**src/rtl/clle_pkg.sv**
```systemverilog
// Shared types, codes and the microcode table of the cursor-linked list engine.
// No dependencies; used by clle_useq, the top level and the checker.
`timescale 1ns / 1ps
`default_nettype none

package clle_pkg;

  // Request and response payloads
  typedef struct packed {
    logic        kind;
    logic [7:0]  position;
    logic [31:0] value;
  } req_t;

  typedef struct packed {
    logic [1:0] status;
    logic [7:0] length;
  } rsp_t;

  // Request kinds
  localparam logic KIND_INSERT = 1'b0;
  localparam logic KIND_DELETE = 1'b1;

  // Response status codes
  localparam logic [1:0] ST_OK    = 2'd0;
  localparam logic [1:0] ST_RANGE = 2'd1;
  localparam logic [1:0] ST_FULL  = 2'd2;

  // Microprogram address
  typedef logic [3:0] upc_t;

  localparam upc_t UA_CHK = 4'd0;   // range check, load walk
  localparam upc_t UA_KND = 4'd1;   // split on kind, read free head
  localparam upc_t UA_IN1 = 4'd2;   // take free slot
  localparam upc_t UA_IN2 = 4'd3;   // unlink it from the free chain
  localparam upc_t UA_WST = 4'd4;   // first walk step
  localparam upc_t UA_WLP = 4'd5;   // walk loop
  localparam upc_t UA_WDN = 4'd6;   // read link of predecessor
  localparam upc_t UA_IW1 = 4'd7;   // new slot takes predecessor's link
  localparam upc_t UA_IW2 = 4'd8;   // predecessor points at new slot
  localparam upc_t UA_DL1 = 4'd9;   // take victim
  localparam upc_t UA_DL2 = 4'd10;  // bypass victim
  localparam upc_t UA_DL3 = 4'd11;  // victim links to free head
  localparam upc_t UA_DL4 = 4'd12;  // victim becomes free head
  localparam upc_t UA_RNG = 4'd13;
  localparam upc_t UA_FUL = 4'd14;
  localparam upc_t UA_RSP = 4'd15;  // hand result to output register

  // Link read address source
  typedef enum logic [1:0] {
    RS_CUR  = 2'd0,
    RS_DATA = 2'd1,
    RS_ZERO = 2'd2
  } rd_sel_t;

  // Link write address source
  typedef enum logic [1:0] {
    WA_ZERO = 2'd0,
    WA_CUR  = 2'd1,
    WA_SLOT = 2'd2
  } wa_sel_t;

  // Link write data source
  typedef enum logic {
    WD_DATA = 1'b0,
    WD_SLOT = 1'b1
  } wd_sel_t;

  // Jump conditions
  typedef enum logic [2:0] {
    C_NEVER      = 3'd0,
    C_ALWAYS     = 3'd1,
    C_RANGE_BAD  = 3'd2,
    C_IS_DEL     = 3'd3,
    C_RD_END     = 3'd4,
    C_STEPS_ZERO = 3'd5,
    C_STEPS_NZ   = 3'd6
  } cond_t;

  // One control word
  typedef struct packed {
    rd_sel_t    rd_sel;
    logic       wr_en;
    wa_sel_t    wa_sel;
    wd_sel_t    wd_sel;
    logic       val_wr;
    logic       walk_ld;
    logic       step_dec;
    logic       cur_ld;
    logic       slot_ld;
    logic       cnt_inc;
    logic       cnt_dec;
    logic       st_ld;
    logic [1:0] status;
    cond_t      cond;
    upc_t       target;
    logic       rsp;
  } ctrl_t;

  // Datapath flags seen by the sequencer
  typedef struct packed {
    logic range_bad;
    logic is_del;
    logic rd_end;
    logic steps_zero;
  } flags_t;

  // Microprogram
  function automatic ctrl_t ucode(input upc_t pc);
    ctrl_t w;
    w = '0;
    case (pc)
      UA_CHK: begin
        w.walk_ld = 1'b1;
        w.cond    = C_RANGE_BAD;
        w.target  = UA_RNG;
      end
      UA_KND: begin
        w.rd_sel = RS_ZERO;
        w.cond   = C_IS_DEL;
        w.target = UA_WST;
      end
      UA_IN1: begin
        w.slot_ld = 1'b1;
        w.rd_sel  = RS_DATA;
        w.cond    = C_RD_END;
        w.target  = UA_FUL;
      end
      UA_IN2: begin
        w.wr_en  = 1'b1;
        w.wa_sel = WA_ZERO;
        w.wd_sel = WD_DATA;
        w.val_wr = 1'b1;
      end
      UA_WST: begin
        w.rd_sel   = RS_CUR;
        w.step_dec = 1'b1;
        w.cond     = C_STEPS_ZERO;
        w.target   = UA_WDN;
      end
      UA_WLP: begin
        w.cur_ld   = 1'b1;
        w.rd_sel   = RS_DATA;
        w.step_dec = 1'b1;
        w.cond     = C_STEPS_NZ;
        w.target   = UA_WLP;
      end
      UA_WDN: begin
        w.rd_sel = RS_CUR;
        w.cond   = C_IS_DEL;
        w.target = UA_DL1;
      end
      UA_IW1: begin
        w.wr_en  = 1'b1;
        w.wa_sel = WA_SLOT;
        w.wd_sel = WD_DATA;
      end
      UA_IW2: begin
        w.wr_en   = 1'b1;
        w.wa_sel  = WA_CUR;
        w.wd_sel  = WD_SLOT;
        w.cnt_inc = 1'b1;
        w.st_ld   = 1'b1;
        w.status  = ST_OK;
        w.cond    = C_ALWAYS;
        w.target  = UA_RSP;
      end
      UA_DL1: begin
        w.slot_ld = 1'b1;
        w.rd_sel  = RS_DATA;
        w.cond    = C_RD_END;
        w.target  = UA_RNG;
      end
      UA_DL2: begin
        w.wr_en  = 1'b1;
        w.wa_sel = WA_CUR;
        w.wd_sel = WD_DATA;
        w.rd_sel = RS_ZERO;
      end
      UA_DL3: begin
        w.wr_en  = 1'b1;
        w.wa_sel = WA_SLOT;
        w.wd_sel = WD_DATA;
      end
      UA_DL4: begin
        w.wr_en   = 1'b1;
        w.wa_sel  = WA_ZERO;
        w.wd_sel  = WD_SLOT;
        w.cnt_dec = 1'b1;
        w.st_ld   = 1'b1;
        w.status  = ST_OK;
        w.cond    = C_ALWAYS;
        w.target  = UA_RSP;
      end
      UA_RNG: begin
        w.st_ld  = 1'b1;
        w.status = ST_RANGE;
        w.cond   = C_ALWAYS;
        w.target = UA_RSP;
      end
      UA_FUL: begin
        w.st_ld  = 1'b1;
        w.status = ST_FULL;
        w.cond   = C_ALWAYS;
        w.target = UA_RSP;
      end
      UA_RSP: begin
        w.rsp = 1'b1;
      end
      default: begin
        w.cond   = C_ALWAYS;
        w.target = UA_RSP;
      end
    endcase
    return w;
  endfunction

endpackage

`default_nettype wire

```
**src/rtl/clle_ram.sv**
```systemverilog
// Generic single-write, single-read RAM with a registered read port.
// No dependencies.
`timescale 1ns / 1ps
`default_nettype none

module clle_ram #(
  parameter int WIDTH = 8,
  parameter int DEPTH = 256
) (
  input  wire logic                     clk,
  input  wire logic                     wr_en,
  input  wire logic [$clog2(DEPTH)-1:0] wr_addr,
  input  wire logic [WIDTH-1:0]         wr_data,
  input  wire logic [$clog2(DEPTH)-1:0] rd_addr,
  output logic      [WIDTH-1:0]         rd_data
);

  logic [WIDTH-1:0] mem [DEPTH];

  // Write port and registered read port
  always_ff @(posedge clk) begin
    if (wr_en) begin
      mem[wr_addr] <= wr_data;
    end
    rd_data <= mem[rd_addr];
  end

endmodule

`default_nettype wire

```
**src/rtl/clle_useq.sv**
```systemverilog
// Microcode sequencer: step counter, control table and conditional jumps.
// Depends on clle_pkg for the control word, flags and microprogram.
`timescale 1ns / 1ps
`default_nettype none

module clle_useq (
  input  wire logic             clk,
  input  wire logic             rst,
  input  wire logic             start,
  input  wire clle_pkg::flags_t flags,
  input  wire logic             rsp_free,
  output clle_pkg::ctrl_t       ctrl,
  output logic                  busy
);

  clle_pkg::upc_t  pc;
  clle_pkg::upc_t  pc_next;
  logic            busy_next;
  clle_pkg::ctrl_t word;
  logic            taken;

  assign word = clle_pkg::ucode(pc);
  // Idle cycles issue a no-op word
  assign ctrl = busy ? word : '0;

  // Jump condition
  always_comb begin
    case (word.cond)
      clle_pkg::C_NEVER:      taken = 1'b0;
      clle_pkg::C_ALWAYS:     taken = 1'b1;
      clle_pkg::C_RANGE_BAD:  taken = flags.range_bad;
      clle_pkg::C_IS_DEL:     taken = flags.is_del;
      clle_pkg::C_RD_END:     taken = flags.rd_end;
      clle_pkg::C_STEPS_ZERO: taken = flags.steps_zero;
      clle_pkg::C_STEPS_NZ:   taken = !flags.steps_zero;
      default:                taken = 1'b0;
    endcase
  end

  // Next step; the response step holds until the output register frees up
  always_comb begin
    pc_next   = pc;
    busy_next = busy;
    if (!busy) begin
      if (start) begin
        busy_next = 1'b1;
        pc_next   = clle_pkg::UA_CHK;
      end
    end else if (word.rsp) begin
      if (rsp_free) begin
        busy_next = 1'b0;
      end
    end else begin
      pc_next = taken ? word.target : clle_pkg::upc_t'(pc + 4'd1);
    end
  end

  always_ff @(posedge clk) begin
    if (rst) begin
      busy <= 1'b0;
      pc   <= clle_pkg::UA_CHK;
    end else begin
      busy <= busy_next;
      pc   <= pc_next;
    end
  end

endmodule

`default_nettype wire

```
**src/rtl/cursor_linked_list_engine_top.sv**
```systemverilog
// Cursor-linked list engine: top level with the link datapath and stores.
// Depends on clle_pkg, clle_ram and clle_useq.
`timescale 1ns / 1ps
`default_nettype none

// Keeps an ordered list in SLOTS slots: slot 0 heads the free chain, slot
// SLOTS-1 heads the list, so SLOTS-2 elements fit. A request inserts a value
// at a 1-based position or deletes the element at a position, and answers
// with a status (ok, position out of range, no free slot) and the new length.
// One request is worked at a time by a microcoded sequencer over a link RAM
// with one read and one write per cycle; the walk to the predecessor follows
// one link per cycle. The next request can be taken in the cycle after the
// response is loaded. The response sits in an output register, so the next
// request is taken while it waits. After reset a clearing pass builds the
// free chain in the link RAM; requests are stalled until it ends.
module cursor_linked_list_engine_top #(
  parameter int SLOTS      = 256,
  parameter int DATA_WIDTH = 32
) (
  input  wire logic           clk,
  input  wire logic           rst,
  input  wire logic           req_valid,
  output logic                req_stall,
  input  wire clle_pkg::req_t req,
  output logic                rsp_valid,
  input  wire logic           rsp_stall,
  output clle_pkg::rsp_t      rsp
);

  localparam int AW = $clog2(SLOTS);
  localparam int CW = ((AW > 8) ? AW : 8) + 1;
  localparam logic [AW-1:0] HEAD      = AW'(SLOTS - 1);
  localparam logic [AW-1:0] LAST_FREE = AW'(SLOTS - 2);

  clle_pkg::req_t   req_q;
  clle_pkg::ctrl_t  ctrl;
  clle_pkg::flags_t flags;
  logic             busy;
  logic             start;
  logic             rsp_free;
  logic             ld_rsp;

  logic [AW-1:0] cur;
  logic [AW-1:0] slot;
  logic [7:0]    steps;
  logic [AW-1:0] count;
  logic [1:0]    status;
  logic          init;
  logic [AW-1:0] init_idx;

  logic [AW-1:0] link_rd;
  logic [AW-1:0] link_ra;
  logic [AW-1:0] link_wa;
  logic [AW-1:0] link_wd;
  logic          link_we;

  logic [CW-1:0] pos_w;
  logic [CW-1:0] lim_w;

  // Handshakes
  assign req_stall = busy || init;
  assign start     = req_valid && !req_stall;
  assign rsp_free  = !rsp_valid || !rsp_stall;
  assign ld_rsp    = ctrl.rsp && rsp_free;

  // Flags for the sequencer
  assign pos_w = CW'(req_q.position);
  assign lim_w = (req_q.kind == clle_pkg::KIND_DELETE) ? CW'(count)
                                                       : CW'(count) + CW'(1);
  assign flags.range_bad  = (pos_w == '0) || (pos_w > lim_w);
  assign flags.is_del     = (req_q.kind == clle_pkg::KIND_DELETE);
  assign flags.rd_end     = (link_rd == '0) || (link_rd == HEAD);
  assign flags.steps_zero = (steps == 8'd0);

  clle_useq u_useq (
    .clk      (clk),
    .rst      (rst),
    .start    (start),
    .flags    (flags),
    .rsp_free (rsp_free),
    .ctrl     (ctrl),
    .busy     (busy)
  );

  // Link read address
  always_comb begin
    case (ctrl.rd_sel)
      clle_pkg::RS_CUR:  link_ra = cur;
      clle_pkg::RS_DATA: link_ra = link_rd;
      clle_pkg::RS_ZERO: link_ra = '0;
      default:           link_ra = cur;
    endcase
  end

  // Link write port; the clearing pass owns it after reset
  always_comb begin
    if (init) begin
      link_we = 1'b1;
      link_wa = init_idx;
      link_wd = (init_idx >= LAST_FREE) ? '0 : init_idx + AW'(1);
    end else begin
      link_we = ctrl.wr_en;
      case (ctrl.wa_sel)
        clle_pkg::WA_ZERO: link_wa = '0;
        clle_pkg::WA_CUR:  link_wa = cur;
        clle_pkg::WA_SLOT: link_wa = slot;
        default:           link_wa = '0;
      endcase
      link_wd = (ctrl.wd_sel == clle_pkg::WD_SLOT) ? slot : link_rd;
    end
  end

  clle_ram #(
    .WIDTH (AW),
    .DEPTH (SLOTS)
  ) u_link (
    .clk     (clk),
    .wr_en   (link_we),
    .wr_addr (link_wa),
    .wr_data (link_wd),
    .rd_addr (link_ra),
    .rd_data (link_rd)
  );

  // Element data; written on insert, kept for the slot
  clle_ram #(
    .WIDTH (DATA_WIDTH),
    .DEPTH (SLOTS)
  ) u_val (
    .clk     (clk),
    .wr_en   (ctrl.val_wr),
    .wr_addr (slot),
    .wr_data (DATA_WIDTH'(req_q.value)),
    .rd_addr (slot),
    .rd_data ()
  );

  // Control state: clearing pass, element count, output valid
  always_ff @(posedge clk) begin
    if (rst) begin
      init      <= 1'b1;
      init_idx  <= '0;
      count     <= '0;
      rsp_valid <= 1'b0;
    end else begin
      if (init) begin
        init_idx <= init_idx + AW'(1);
        if (init_idx == HEAD) begin
          init <= 1'b0;
        end
      end
      if (ctrl.cnt_inc) begin
        count <= count + AW'(1);
      end else if (ctrl.cnt_dec) begin
        count <= count - AW'(1);
      end
      rsp_valid <= ld_rsp || (rsp_valid && rsp_stall);
    end
  end

  // Datapath registers
  always_ff @(posedge clk) begin
    if (start) begin
      req_q <= req;
    end
    if (ctrl.walk_ld) begin
      cur   <= HEAD;
      steps <= req_q.position - 8'd1;
    end else begin
      if (ctrl.cur_ld) begin
        cur <= link_rd;
      end
      if (ctrl.step_dec) begin
        steps <= steps - 8'd1;
      end
    end
    if (ctrl.slot_ld) begin
      slot <= link_rd;
    end
    if (ctrl.st_ld) begin
      status <= ctrl.status;
    end
    if (ld_rsp) begin
      rsp.status <= status;
      rsp.length <= 8'(count);
    end
  end

endmodule

`default_nettype wire

```
**config.mk**
```make
export PLATFORM = sky130hd
export DESIGN_NAME = cursor_linked_list_engine_top
export DESIGN_NICKNAME = d
export VERILOG_FILES = /design/src/rtl/clle_pkg.sv /design/src/rtl/clle_ram.sv /design/src/rtl/clle_useq.sv /design/src/rtl/cursor_linked_list_engine_top.sv
export SDC_FILE = /design/constraint.sdc
export NUM_CORES = 2
export LEC_CHECK = 0
export BUFFER_PORTS_ARGS = -buffer_cell sky130_fd_sc_hd__buf_4
export CAP_MARGIN = 20
export CORE_UTILIZATION = 55
export CTS_BUF_LIST = sky130_fd_sc_hd__clkbuf_16
export DETAILED_ROUTE_END_ITERATION = 8
export GPL_TIMING_DRIVEN = 0
export HOLD_SLACK_MARGIN = 0.08
export PLACE_DENSITY_LB_ADDON = 0.1
export SYNTH_ARGS = -nofsm -noshare
export SYNTH_HDL_FRONTEND = slang
export SYNTH_SLANG_ARGS = --single-unit
```
**constraint.sdc**
```tcl
create_clock -name clk -period 15.7 [get_ports clk]
set_clock_uncertainty 0.2 [all_clocks]
set_input_delay 3.14 -clock clk [delete_from_list [all_inputs] [get_ports clk]]
set_output_delay 3.14 -clock clk [all_outputs]
set_load 0.03 [all_outputs]
```
==> flow_summary.json <==
{
  "status": "completed",
  "critPathLaunchType": "register",
  "p_per_area_nw_per_um2": 142.2,
  "r2r_end": "u_link.rd_data[0]$_DFF_P_",
  "irDropWorstVdd_mv": 0.1046,
  "critPathRequiredTime_ns": 16.15,
  "syn_to_final_growth_pct": 13.33,
  "fin_crit_ns": 7.816,
  "cts_buffers": 210,
  "ios": 57,
  "ys_async_sr_fraction_pct": 0,
  "gr-usage-met1_pct": 47.00,
  "nets": 6032,
  "synthDistinctLibCells": 61,
  "first_global_vias": 49460,
  "dpl.hpwl_microns": 180400,
  "use_met2_pct": 48.59,
  "instances_no_fill": 8170,
  "intPower_mw": 9.690,
  "top_usage_layer": "met2",
  "rsz0062_at_grt": "false",
  "seq_power_share_pct": 46.2,
  "critical_path_class": "register to register",
  "drc_errors": 0,
  "synth.most_common_cell": "edfxtp_1",
  "vias_per_cell": 6.467,
  "drtIter0Drc": 8014,
  "die_w_microns": 393.3,
  "wl_microns": 258800,
  "setup_viol_count_final": 0,
  "r2r_slack_ns": 7.88,
  "max_stage_delay_ns": 0.94,
  "gr-total-overflow": 0,
  "whs_path_depth": 0,
  "relSlewSlack_pct": 12.13,
  "cts_resized": 0,
  "cts-root-buf": "clkbuf_16",
  "finalHoldViolCount": 0,
  "dr.pass1.iters": 6,
  "numClockSinks": 2124,
  "n_fill_cell": 11200,
  "num_vias": 52830,
  "fp.dieArea_sq_um": 154700,
  "synth_edf_count": 2085,
  "max_freq_mhz": 127.9,
  "startpoint": "u_useq.pc[0]$_SDFFE_PP0P_",
  "row_count": 143,
  "yosys.area.top_type_share_pct": 74.36,
  "synth-seq-cells": 2124,
  "maxSlewViolCount": 0,
  "p_sw_share_pct": 28.59,
  "finalSetupTns_ns": 0,
  "synth_area_per_cell_sq_um": 14.92,
  "core_sq_um": 151900,
  "cp_slowest_cell": "clkbuf_1",
  "grt_util_met3_pct": 8.409,
  "cp_max_fo": 10,
  "reg2reg_depth": 19,
  "grt_max_degree": 43,
  "cts_tree": "yes",
  "syn-num-nets": 5716,
  "ant_nets": 0,
  "clockPowerShare_pct": 36.3,
  "drive_gt1_share_pct": 10.13,
  "dp_cells": 7773,
  "reg2reg_from": "u_useq.pc[0]$_SDFFE_PP0P_",
  "die_h_microns": 393.3,
  "yosys.area.top_type": "edfxtp_1",
  "ys_warn_count": 0,
  "arrival_ns": 8.26,
  "worstSetupEndpoint": "u_link.rd_data[0]$_DFF_P_",
  "initial_core_util_pct": 55.43,
  "antenna_found_initial": 9,
  "p_total_mw": 13.57,
  "p_comb_share_pct": 17.5,
  "post_cts_buffers": 0,
  "finalWorstSetupSlack_ns": 7.884,
  "clkLatencyLatePin_ns": 0.84,
  "path_clk_slew_ns": 0.06,
  "synth_cells": 5645,
  "max_cap_viol_count": 0,
  "numPortBuffers": 24,
  "cts_hold_buf": 0,
  "hold_path.class": "register to register",
  "grt_usage_pct": 33.33,
  "netlist_top_cells_count": "2085 x edfxtp_1, 1009 x nand2_1, 484 x mux2i_1",
  "synth_area_leaders": "edfxtp_1 74%, mux2i_1 5.8%, nand2_1 4.5%, nand3_1 2.2%, mux4_2 1.6%",
  "power.leakage_nw": 31.89,
  "cts_max_path_buffers": 3,
  "netlist_area_sq_um": 84200,
  "grt_pass1_wl_microns": 358800,
  "endpoint_kind": "register",
  "p_sw_mw": 3.879,
  "path_cells": "inv_1 > ha_1 > clkbuf_1 > nor2b_1 > a21oi_1 > nor2b_1 > nand2b_1 > ha_1 > buf_2 > buf_4 > buf_4 > o31ai_1 > buf_2 > clkbuf_1 > a32oi_1 > nand4_1 > nand4_1 > nor3_1 > nor4_1",
  "worstMarginPinSlew_ns": 1.318,
  "wl_per_cell_microns": 31.68,
  "ctsHtreeMaxLevel": 4,
  "seq_area_frac_synth_pct": 75.28,
  "post-place-ws_ns": 8.484,
  "post-route-period-util_pct": 49.78,
  "synth_flop_cell": "edfxtp_1",
  "gp_congestion": 0.9766
}
-- cell usage in the layout (no fill, tap or decap), types with 11 or more instances in the layout --
cell	synthesis	layout
a21oi_1	28	28
a22oi_1	30	30
a31oi_1	70	70
a32oi_1	80	80
buf_1	24	24
buf_12	0	44
buf_16	0	24
buf_2	120	120
buf_4	23	49
buf_6	8	11
bufinv_16	0	21
clkbuf_1	180	180
clkbuf_16	0	215
clkinv_1	0	52
clkinv_2	0	40
dfxtp_1	39	39
edfxtp_1	2085	2085
ha_1	25	25
inv_1	14	64
mux2i_1	484	484
mux4_2	60	60
nand2_1	1009	1009
nand3_1	367	367
nand3b_1	11	11
nand4_1	150	150
nor2_1	313	313
nor2b_1	12	12
nor3_1	38	38
nor4_1	23	23
o21a_1	14	14
o21ai_0	120	116
o22ai_1	197	193
xnor2_1	17	17
xor2_1	15	15
-- sequential cells by signal (all words and copies together) (netlist names), 8 cells and up --
name	flops
rsp	10
u_link.mem	2048
u_link.rd_data	8
count	8
init_idx	8
pos_w	8
steps	8
cur	8
slot	8
-- critical path, delay by kind of cell (launching register included) --
kind,cells,cell delay [ns]
buffers and inverters,7,2.42
AOI/OAI and AO/OA,3,1.35
DFF,1,0.36
and+or+nand+nor,7,2.78
adders and majority gates,2,0.49
-- layer usage --
metal / up-vias / share of wire (%)
li1: 22220 / -
met1: 26380 / 39
met2: 3580 / 43
met3: 645 / 12
met4: 8 / 5.6
met5: - / 0.021
-- worst min-delay path by stage --
stage	start	endpoint	slack [ns]
2_1_floorplan	status[0]$_SDFFCE_PN0P_	rsp[8]$_DFFE_PP_	0.20
3_3_place_gp	status[0]$_SDFFCE_PN0P_	rsp[8]$_DFFE_PP_	0.22
3_5_place_dp	status[1]$_SDFFCE_PN0P_	rsp[9]$_DFFE_PP_	0.21
4_1_cts	status[1]$_SDFFCE_PN0P_	rsp[9]$_DFFE_PP_	0.23
5_1_grt	status[1]$_SDFFCE_PN0P_	rsp[9]$_DFFE_PP_	0.24
6_report	status[1]$_SDFFCE_PN0P_	rsp[9]$_DFFE_PP_	0.23
-- power groups by stage --
stage / Sequential, mW / Clock [mW] / Combinational, mW
after floorplan: 6.43 / 0 / 1.22
final: 6.27 / 4.93 / 2.37
after global placement: 6.52 / 0 / 2.20
after CTS: 6.27 / 4.94 / 2.28
after detailed placement: 6.39 / 0 / 2.27
after global routing: 6.27 / 5.15 / 2.41
-- stage by stage --
step                cell area [sq um]  util (%)  hold WS, ns
floorplan                       84200         -       0.2003
global placement                86920     57.22       0.2192
detailed placement              88660     58.36       0.2126
CTS                             95350     62.77       0.2265
global route                    95420     62.82       0.2372
finish                          95430     62.82       0.2283
-- cell type report --
cell class | instances | area, sq um | share of cell area (%)
antenna | 1 | 2.502 | 0.002622
buffer | 356 | 1634 | 1.712
clock buffer | 215 | 5380 | 5.638
clock inverter | 175 | 1314 | 1.377
inverter | 14 | 52.55 | 0.05507
multi-input combinational | 3151 | 19240 | 20.17
sequential | 2124 | 63390 | 66.43
tap | 2030 | 2540 | 2.662
timing repair buffer | 104 | 1868 | 1.958
-- cells by family after synthesis --
group | Yosys count | synth area share, %
AO/OA/AOI/OAI | 594 | 4.605
multiplexers | 544 | 7.358
AND/OR/NAND/NOR | 1955 | 10.02
flip-flops | 2124 | 75.28
buffers and inverters | 370 | 2.003
adder cells (fa/ha/maj) | 26 | 0.3953
XOR/XNOR | 32 | 0.3328
Note: power is estimated with default switching activity, not from simulation.
